===== src/rtl/efg_pkg.sv =====
// efg_pkg: constants and codes for the endpoint forwarding gate.
// No dependencies; compiled first.

package efg_pkg;

    // Field widths fixed by the message format
    localparam int ID_W       = 24;
    localparam int STATUS_W   = 3;
    localparam int COUNT_W    = 3;
    localparam int CFG_IDX_W  = 3;

    // Heartbeat message ID
    localparam logic [ID_W-1:0] HEARTBEAT_ID = '0;

    // Filter list
    localparam int FILTER_SLOTS = 4;
    localparam int SLOT_W       = $clog2(FILTER_SLOTS);
    localparam logic MODE_ACCEPT_LISTED = 1'b0;
    localparam logic MODE_DROP_LISTED   = 1'b1;

    // Opcodes
    localparam logic OP_OFFERED  = 1'b0;
    localparam logic OP_RECEIVED = 1'b1;

    // Result status codes
    localparam logic [STATUS_W-1:0] ST_SENT        = 3'd0;
    localparam logic [STATUS_W-1:0] ST_ASLEEP_DROP = 3'd1;
    localparam logic [STATUS_W-1:0] ST_HB_LIMITED  = 3'd2;
    localparam logic [STATUS_W-1:0] ST_FILTERED    = 3'd3;
    localparam logic [STATUS_W-1:0] ST_STAMPED     = 3'd4;

    // Configuration register indexes
    localparam logic [CFG_IDX_W-1:0] REG_IDLE_LIMIT         = 3'd0;
    localparam logic [CFG_IDX_W-1:0] REG_HEARTBEAT_INTERVAL = 3'd1;
    localparam logic [CFG_IDX_W-1:0] REG_FILTER_MODE        = 3'd2;
    localparam logic [CFG_IDX_W-1:0] REG_FILTER_COUNT       = 3'd3;
    localparam logic [CFG_IDX_W-1:0] REG_FILTER_ID_A        = 3'd4;
    localparam logic [CFG_IDX_W-1:0] REG_FILTER_ID_B        = 3'd5;
    localparam logic [CFG_IDX_W-1:0] REG_FILTER_ID_C        = 3'd6;
    localparam logic [CFG_IDX_W-1:0] REG_FILTER_ID_D        = 3'd7;

    // Reset value of filter_mode
    localparam logic FILTER_MODE_RESET = MODE_DROP_LISTED;

    // One result transaction
    typedef struct packed {
        logic                forward;
        logic [STATUS_W-1:0] status;
        logic                asleep;
    } result_t;

endpackage


===== src/rtl/efg_if.sv =====
// efg_if: valid/ready channel interfaces for events in and results out.
// Depends on efg_pkg.

interface efg_req_if
    import efg_pkg::*;
#(
    parameter int TIME_BITS = 32
) ();
    logic                 valid;
    logic                 ready;
    logic                 opcode;
    logic [ID_W-1:0]      msg_id;
    logic [TIME_BITS-1:0] now_ticks;

    modport source (output valid, output opcode, output msg_id, output now_ticks,
                    input ready);
    modport sink   (input valid, input opcode, input msg_id, input now_ticks,
                    output ready);
endinterface

interface efg_res_if
    import efg_pkg::*;
();
    logic                valid;
    logic                ready;
    logic                forward;
    logic [STATUS_W-1:0] status;
    logic                asleep;

    modport source (output valid, output forward, output status, output asleep,
                    input ready);
    modport sink   (input valid, input forward, input status, input asleep,
                    output ready);
endinterface


===== src/rtl/endpoint_forward_gate.sv =====
// endpoint_forward_gate: sleep, heartbeat rate limit and ID filter for one endpoint.
// Depends on efg_pkg and the channel interfaces in efg_if.sv.
//
// Usage:
//   request : event transactions (opcode, msg_id, now_ticks). Opcode offered means
//             a message from another endpoint that may be forwarded here; opcode
//             received means a complete message arrived here (wakes and stamps).
//   result  : one transaction per event: forward, status, asleep (state after event).
//   cfg_*   : plain write port, register index 0..7 in the order idle limit,
//             heartbeat_interval, filter_mode, filter_count, filter_id_a..d.
//             Write only while the gate holds no event in flight.
// Pipeline: input register, then result register. Throughput: one event per cycle
//   while result is not held; the sleep/heartbeat state is updated in the same cycle
//   the event moves into the result register, so the next event sees it without a
//   bubble.
// Stall: while result is held, the input register takes at most one more transaction,
//   then stays full with request.ready low; no transaction is lost or repeated.
// Reset: all control and state cleared; filter_mode resets to drop-listed,
//   sleeping clear, no heartbeat seen yet.

module endpoint_forward_gate
    import efg_pkg::*;
#(
    parameter int TIME_BITS = 32
) (
    input  logic                                         clk,
    input  logic                                         rst_n,
    efg_req_if.sink                                      request,
    efg_res_if.source                                    result,
    input  logic                                         cfg_we,
    input  logic [CFG_IDX_W-1:0]                         cfg_index,
    input  logic [((TIME_BITS > ID_W) ? TIME_BITS : ID_W)-1:0] cfg_data
);

    // ---------------- configuration registers ----------------
    logic [TIME_BITS-1:0] idle_limit_reg;
    logic [TIME_BITS-1:0] heartbeat_interval_reg;
    logic                 filter_mode_reg;
    logic [COUNT_W-1:0]   filter_count_reg;
    logic [ID_W-1:0]      filter_id_reg [FILTER_SLOTS];

    // ---------------- gate state ----------------
    logic                 sleeping_reg,   sleeping_next;
    logic [TIME_BITS-1:0] last_act_reg,   last_act_next;
    logic [TIME_BITS-1:0] last_hb_reg,    last_hb_next;
    logic                 no_hb_reg,      no_hb_next;

    // ---------------- input register ----------------
    logic                 in_valid_reg;
    logic                 in_opcode_reg;
    logic [ID_W-1:0]      in_id_reg;
    logic [TIME_BITS-1:0] in_now_reg;

    // ---------------- result register ----------------
    logic                 out_valid_reg;
    result_t              out_reg, out_next;

    logic advance;   // result register can take a new transaction
    logic process;   // event in the input register is evaluated this cycle

    assign advance       = !out_valid_reg || result.ready;
    assign process       = advance && in_valid_reg;
    assign request.ready = !in_valid_reg || advance;

    assign result.valid   = out_valid_reg;
    assign result.forward = out_reg.forward;
    assign result.status  = out_reg.status;
    assign result.asleep  = out_reg.asleep;

    // ---------------- event evaluation ----------------
    logic                 is_hb;
    logic                 sleep_en;
    logic [TIME_BITS-1:0] idle_ticks;
    logic [TIME_BITS-1:0] hb_gap;
    logic                 sleep_now;
    logic                 hb_limited;
    logic [COUNT_W-1:0]   active_slots;
    logic [FILTER_SLOTS-1:0] slot_hit;
    logic                 listed;
    logic                 filtered;

    always_comb
    begin
        is_hb      = (in_id_reg == HEARTBEAT_ID);
        sleep_en   = (idle_limit_reg != '0);
        idle_ticks = in_now_reg - last_act_reg;
        hb_gap     = in_now_reg - last_hb_reg;
        sleep_now  = sleeping_reg || (idle_ticks > idle_limit_reg);
        hb_limited = (heartbeat_interval_reg != '0) && !no_hb_reg
                     && (hb_gap <= heartbeat_interval_reg);

        // counts above the slot count saturate
        active_slots = (filter_count_reg > COUNT_W'(FILTER_SLOTS))
                       ? COUNT_W'(FILTER_SLOTS) : filter_count_reg;
        for (int k = 0; k < FILTER_SLOTS; k++)
        begin
            slot_hit[k] = (COUNT_W'(k) < active_slots) && (filter_id_reg[k] == in_id_reg);
        end
        listed   = |slot_hit;
        filtered = (filter_mode_reg == MODE_ACCEPT_LISTED) ? !listed : listed;

        sleeping_next = sleeping_reg;
        last_act_next = last_act_reg;
        last_hb_next  = last_hb_reg;
        no_hb_next    = no_hb_reg;
        out_next.forward = 1'b0;
        out_next.status  = ST_SENT;

        if (in_opcode_reg == OP_RECEIVED)
        begin
            sleeping_next   = 1'b0;
            last_act_next   = in_now_reg;
            out_next.status = ST_STAMPED;
        end
        else
        begin
            if (sleep_en)
            begin
                sleeping_next = sleep_now;
            end
            if (sleep_en && sleep_now && !is_hb)
            begin
                out_next.status = ST_ASLEEP_DROP;
            end
            else if (sleep_en && sleep_now && hb_limited)
            begin
                out_next.status = ST_HB_LIMITED;
            end
            else
            begin
                if (is_hb)
                begin
                    last_hb_next = in_now_reg;
                    no_hb_next   = 1'b0;
                end
                if (filtered)
                begin
                    out_next.status = ST_FILTERED;
                end
                else
                begin
                    out_next.forward = 1'b1;
                end
            end
        end
        out_next.asleep = sleeping_next;
    end

    // ---------------- control and state registers ----------------
    always_ff @(posedge clk or negedge rst_n)
    begin
        if (!rst_n)
        begin
            in_valid_reg           <= 1'b0;
            out_valid_reg          <= 1'b0;
            idle_limit_reg         <= '0;
            heartbeat_interval_reg <= '0;
            filter_mode_reg        <= FILTER_MODE_RESET;
            filter_count_reg       <= '0;
            for (int k = 0; k < FILTER_SLOTS; k++)
            begin
                filter_id_reg[k] <= '0;
            end
            sleeping_reg           <= 1'b0;
            last_act_reg           <= '0;
            last_hb_reg            <= '0;
            no_hb_reg              <= 1'b1;
        end
        else
        begin
            if (request.ready)
            begin
                in_valid_reg <= request.valid;
            end
            if (advance)
            begin
                out_valid_reg <= in_valid_reg;
            end

            // re-arming sleep mode on an idle limit write, as when the endpoint is opened
            if (cfg_we && cfg_index == REG_IDLE_LIMIT)
            begin
                sleeping_reg <= (cfg_data[TIME_BITS-1:0] != '0);
            end
            else if (process)
            begin
                sleeping_reg <= sleeping_next;
            end

            if (process)
            begin
                last_act_reg <= last_act_next;
                last_hb_reg  <= last_hb_next;
                no_hb_reg    <= no_hb_next;
            end

            if (cfg_we)
            begin
                unique case (cfg_index)
                    REG_IDLE_LIMIT:         idle_limit_reg <= cfg_data[TIME_BITS-1:0];
                    REG_HEARTBEAT_INTERVAL: heartbeat_interval_reg <= cfg_data[TIME_BITS-1:0];
                    REG_FILTER_MODE:        filter_mode_reg  <= cfg_data[0];
                    REG_FILTER_COUNT:       filter_count_reg <= cfg_data[COUNT_W-1:0];
                    REG_FILTER_ID_A, REG_FILTER_ID_B, REG_FILTER_ID_C, REG_FILTER_ID_D:
                        filter_id_reg[cfg_index[SLOT_W-1:0]] <= cfg_data[ID_W-1:0];
                    default: ;
                endcase
            end
        end
    end

    // ---------------- payload registers ----------------
    always_ff @(posedge clk)
    begin
        if (request.ready && request.valid)
        begin
            in_opcode_reg <= request.opcode;
            in_id_reg     <= request.msg_id;
            in_now_reg    <= request.now_ticks;
        end
        if (process)
        begin
            out_reg <= out_next;
        end
    end

    // ---------------- assertions ----------------
    // a received message always reports awake and not forwarded
    a_stamp_awake: assert property (@(posedge clk) disable iff (!rst_n)
        (out_valid_reg && out_reg.status == ST_STAMPED) |-> (!out_reg.asleep && !out_reg.forward))
        else $error("stamped result reports asleep or forwarded");

    // forwarded only with status sent
    a_fwd_sent: assert property (@(posedge clk) disable iff (!rst_n)
        (out_valid_reg && out_reg.forward) |-> (out_reg.status == ST_SENT))
        else $error("forwarded result with non-sent status");

    // a received event with no configuration write leaves the gate awake
    a_wake: assert property (@(posedge clk) disable iff (!rst_n)
        (process && in_opcode_reg == OP_RECEIVED && !cfg_we) |=> !sleeping_reg)
        else $error("gate still asleep after received message");

    // sleep can only be entered while sleep mode is enabled
    a_sleep_en: assert property (@(posedge clk) disable iff (!rst_n)
        $rose(sleeping_reg) |-> (idle_limit_reg != '0))
        else $error("gate fell asleep with sleep mode disabled");

endmodule

===== src/flat_wrapper.sv =====
// flat-port wrapper written by rule: the top's interface ports become plain ports
module endpoint_forward_gate_flat import efg_pkg::*;
#(
    parameter int TIME_BITS = 32
)
  (clk, rst_n, cfg_we, cfg_index, cfg_data, request_valid, request_opcode, request_msg_id, request_now_ticks, request_ready, result_valid, result_forward, result_status, result_asleep, result_ready);
  efg_req_if #(.TIME_BITS(TIME_BITS)) request_i ();
  efg_res_if result_i ();
  input  logic clk;
  input  logic rst_n;
  input  logic cfg_we;
  input  logic [CFG_IDX_W-1:0] cfg_index;
  input  logic [((TIME_BITS > ID_W) ? TIME_BITS : ID_W)-1:0] cfg_data;
  input wire logic [$bits(request_i.valid)-1:0] request_valid;
  input wire logic [$bits(request_i.opcode)-1:0] request_opcode;
  input wire logic [$bits(request_i.msg_id)-1:0] request_msg_id;
  input wire logic [$bits(request_i.now_ticks)-1:0] request_now_ticks;
  output wire logic [$bits(request_i.ready)-1:0] request_ready;
  output wire logic [$bits(result_i.valid)-1:0] result_valid;
  output wire logic [$bits(result_i.forward)-1:0] result_forward;
  output wire logic [$bits(result_i.status)-1:0] result_status;
  output wire logic [$bits(result_i.asleep)-1:0] result_asleep;
  input wire logic [$bits(result_i.ready)-1:0] result_ready;
  assign request_i.valid = request_valid;
  assign request_i.opcode = request_opcode;
  assign request_i.msg_id = request_msg_id;
  assign request_i.now_ticks = request_now_ticks;
  assign request_ready = request_i.ready;
  assign result_valid = result_i.valid;
  assign result_forward = result_i.forward;
  assign result_status = result_i.status;
  assign result_asleep = result_i.asleep;
  assign result_i.ready = result_ready;
  endpoint_forward_gate #(.TIME_BITS(TIME_BITS)) u_core (.clk(clk), .rst_n(rst_n), .request(request_i), .result(result_i), .cfg_we(cfg_we), .cfg_index(cfg_index), .cfg_data(cfg_data));
endmodule

===== config.mk =====
export PLATFORM = sky130hd
export DESIGN_NAME = endpoint_forward_gate_flat
export DESIGN_NICKNAME = d
export VERILOG_FILES = /design/src/rtl/efg_pkg.sv /design/src/rtl/efg_if.sv /design/src/rtl/endpoint_forward_gate.sv /design/src/flat_wrapper.sv
export SDC_FILE = /design/constraint.sdc
export NUM_CORES = 1
export LEC_CHECK = 0
export BUFFER_PORTS_ARGS = -buffer_cell sky130_fd_sc_hd__buf_2
export CAP_MARGIN = 10
export CELL_PAD_IN_SITES_DETAIL_PLACEMENT = 2
export CELL_PAD_IN_SITES_GLOBAL_PLACEMENT = 2
export CORE_MARGIN = 3
export CORE_UTILIZATION = 41
export DETAILED_ROUTE_END_ITERATION = 16
export GPL_TIMING_DRIVEN = 0
export PLACE_DENSITY_LB_ADDON = 0.1
export SETUP_SLACK_MARGIN = 0.1
export SLEW_MARGIN = 20
export SYNTH_ARGS = -nofsm -noshare
export SYNTH_HDL_FRONTEND = slang
export SYNTH_SLANG_ARGS = --single-unit

===== constraint.sdc =====
create_clock -name clk -period 6.34 [get_ports clk]
set_input_delay 1.268 -clock clk [delete_from_list [all_inputs] [get_ports clk]]
set_output_delay 1.268 -clock clk [all_outputs]
set_load 0.02 [all_outputs]

==> run_results.csv <==
group,metric,value,unit
logic_synthesis,ys_ff_latch,294,
layout,diodes,0,
layout,largest_reg_flops,96,
timing,tightest_slew,1090,ps
timing,setup_viol,0,
grt,grt_pass1_vias,14000,
placed_design,io_buffers,100,
drt,wl_per_cell,23.7,microns
layout,syn2layout_area_growth,15.0,%
clock_tree,tritoncts,"built",
power,power.density,334,nW/um^2
layout,nets,1917,
grt,antenna_found_initial,1,
drt,firstDrtPassIters,5,
logic_synthesis,ys_types,66,
timing,layout_min_cycle_time,5980,ps
clock_tree,path_clk_slew,60,ps
timing,max_freq,0.167,GHz
logic_synthesis,synth_nets,1770,
power,power.total,6.44,mW
hold_path,holdPathStages,1,
logic_synthesis,syn_inst,1545,
grt,grt_pass1_wl,82200,microns
floorplan,die_area,43300,sq um
drt,vias,12400,
placed_design,place_congestion,0.792,
floorplan,io_pins,104,
clock_tree,cts_root_buffer,"clkbuf_16",
floorplan,core,40000,sq um
floorplan,rows,73,
logic_synthesis,async_flop_share,78.9,%
timing,hold_slack,491,ps
drt,drt-total-wl,53100,microns
worst_setup_path,worstSetupEndpointType,"flip-flop",
logic_synthesis,ys_seq_area_share,45.8,%
logic_synthesis,synth_area_leaders,"dfrtp_1, edfxtp_1, ha_1, mux2_2, xnor2_1",
worst_setup_path,required,6770,ps
logic_synthesis,synth_top_cell_area_share,34.4,%
worst_setup_path,cp.arrival,6400,ps
worst_setup_path,cpMostUsedCell,"buf_4",
clock_tree,numCtsBuffers,36,
clock_tree,htree_levels,2,
timing,post-route-period-util,94.3,%
drt,vias_per_cell,5.51,
hold_path,hold_end,"u_core.no_hb_reg",
drt,drtAntennaViolNets,0,
worst_setup_path,rrSetupSlack,360,ps
worst_setup_path,path_buf_inv,7,
timing,hold_violations,0,
drt,drt_iter0_drc,406,
logic_synthesis,synth_ff_type,"dfrtp_1",
floorplan,initial_core_util,41.9,%
logic_synthesis,synth_area_per_cell,10.8,sq um
worst_setup_path,startpoint_type,"flip-flop",
run,maxCapViolCount,0,
worst_setup_path,slowest_delay,380,ps
clock_tree,insertion_delay,560,ps
grt,overflow,0,
logic_synthesis,synth_edf_count,62,
worst_setup_path,slowest_stage,"edfxtp_1",
timing,drv_slew,0,
placed_design,dp_hpwl,40100,microns
worst_setup_path,cp_max_fo,10,
drt,drc,0,
hold_path,hp-start,"u_core.no_hb_reg",
logic_synthesis,yosys_warnings,0,
layout,final_area,19300,sq um
timing,fin_skew,21.4,ps
logic_synthesis,synth.most_common_cell,"dfrtp_1",
grt,grt_max_degree,70,
worst_setup_path,cp.depth,25,
layout,fin_cells,2242,
power,power.leakage,8.46,nW
placed_design,place_area,18000,sq um
worst_setup_path,reg2reg_to,"u_core.last_hb_reg[23]",
timing,rsz0062_at_grt,"false",
timing,slew_headroom,26.9,%
worst_setup_path,ff2ff_path_depth,25,
floorplan,dieWidth,208,microns
worst_setup_path,crit_family,"compound AO/OA/AOI/OAI gates",
power,ir_drop,209,uV
run_status,status,"finished clean",
clock_tree,cts_hold_buf,0,
placed_design,dp.cells,2174,
worst_setup_path,crit_type,"flip-flop to flip-flop",
worst_setup_path,r2r_start,"u_core.in_now_reg[0]",
layout,drive_above_1_share,20.7,%
grt,grt_usage,24.4,%
floorplan,die_h,208,microns
logic_synthesis,synth_commonest_cells,"dfrtp_1, inv_1, mux2_2",
logic_synthesis,synth_area,16700,sq um
clock_tree,clock_path_buffers,3,
hold_path,hold_path.class,"flip-flop to flip-flop",
logic_synthesis,synth_top_cell_by_area,"dfrtp_1",
clock_tree,cts.sinks,294,
==> layout make-up <==
type                            count  area [sq um]
Buffer                             57           274
Clock buffer                       54          1040
Clock inverter                      9           104
Tap cell                          525           657
Sequential cell                   294          7670
Inverter                          146           548
Timing Repair Buffer              109           651
Multi-Input combinational cell   1048          8330
Fill cell                        4146         20700
==> cell families (layout without fill, tap and decap cells) <==
logic type	count (synthesis)	in the layout	synth area share [%]
and+or+nand+nor	321	321	9.72
DFF	294	294	45.8
AOI/OAI and AO/OA	283	283	10.4
buffers and inverters	203	375	4.89
muxes	163	163	11.6
xor gates and xnor gates	153	153	8.00
adders and majority gates	128	128	9.65
==> layer usage <==
metal  vias to the layer above  track usage (%)  wire (microns)
met1                      6370             30.8           23200
met5                         -                0              11
met2                       163             43.0           26600
met4                         2             6.95            1550
li1                       5735                -               -
met3                        80             4.25            1720
==> placed cells by master (no fill, tap or decap), types with 4 or more instances in the layout <==
master	n
clkbuf_16	36
and3_1	6
o211ai_1	4
a211oi_1	6
a21o_1	33
o21ai_0	107
buf_2	99
nand3_1	15
buf_4	5
clkbuf_1	62
buf_12	4
a31o_2	4
a21oi_1	69
nand2_1	100
and2_1	7
nand2b_1	15
mux2_2	134
nor2b_1	12
edfxtp_1	62
nor4_1	44
ha_1	125
a31oi_1	5
nand4_1	33
mux2_4	28
xor2_1	72
clkbuf_8	7
dfrtp_1	230
inv_1	145
nor2_1	47
o21bai_1	12
xnor2_1	81
nor3_1	22
o21a_1	6
==> how the worst max path moves through the flow <==
| stage | from | to | slack, ps |
|---|---|---|---|
| 3_3_place_gp | rst_n | u_core.last_act_reg[19] | -530 |
| 2_1_floorplan | u_core.in_now_reg[0] | u_core.last_hb_reg[10] | 1400 |
| 5_1_grt | u_core.in_now_reg[1] | u_core.last_hb_reg[24] | 100 |
| 3_5_place_dp | u_core.in_now_reg[0] | u_core.last_hb_reg[23] | -440 |
| 4_1_cts | u_core.in_now_reg[3] | u_core.last_hb_reg[23] | 130 |
| 6_report | u_core.in_now_reg[0] | u_core.last_hb_reg[23] | 360 |
==> worst reg2reg max path, delay by kind of cell, from the launching register on <==
kind | cells | cell delay [ps]
buffers and inverters | 7 | 980
XOR/XNOR | 1 | 170
AO/OA/AOI/OAI | 9 | 2180
adder cells (fa/ha/maj) | 3 | 860
flip-flops | 1 | 380
multiplexers | 1 | 330
AND/OR/NAND/NOR | 4 | 960
==> per-stage QoR <==
| stage | util, % | worst slack, ps | TNS (ps) |
|---|---|---|---|
| 2_1_floorplan | - | 1400 | 0 |
| 3_3_place_gp | 44.8 | -526 | -124460 |
| 3_5_place_dp | 45.1 | -443 | -12350 |
| 4_1_cts | 48.0 | 126 | 0 |
| 5_1_grt | 48.2 | 96.5 | 0 |
| 6_report | 48.2 | 364 | 0 |
==> power breakdown <==
part           switching, mW  internal, mW  leakage, nW
Sequential             0.214          2.25         3.44
Combinational           1.10         0.843         4.46
Clock                  0.850          1.18        0.552
==> repair_timing <==
item	CTS	global route
gates cloned	0	0
endpoints found under the setup margin	35	32
hold endpoints to repair	0	0
pin swaps	2	6
buffers inserted	3	2
gates resized for setup	4	10
No activity file was read; power rests on OpenSTA's default activity.
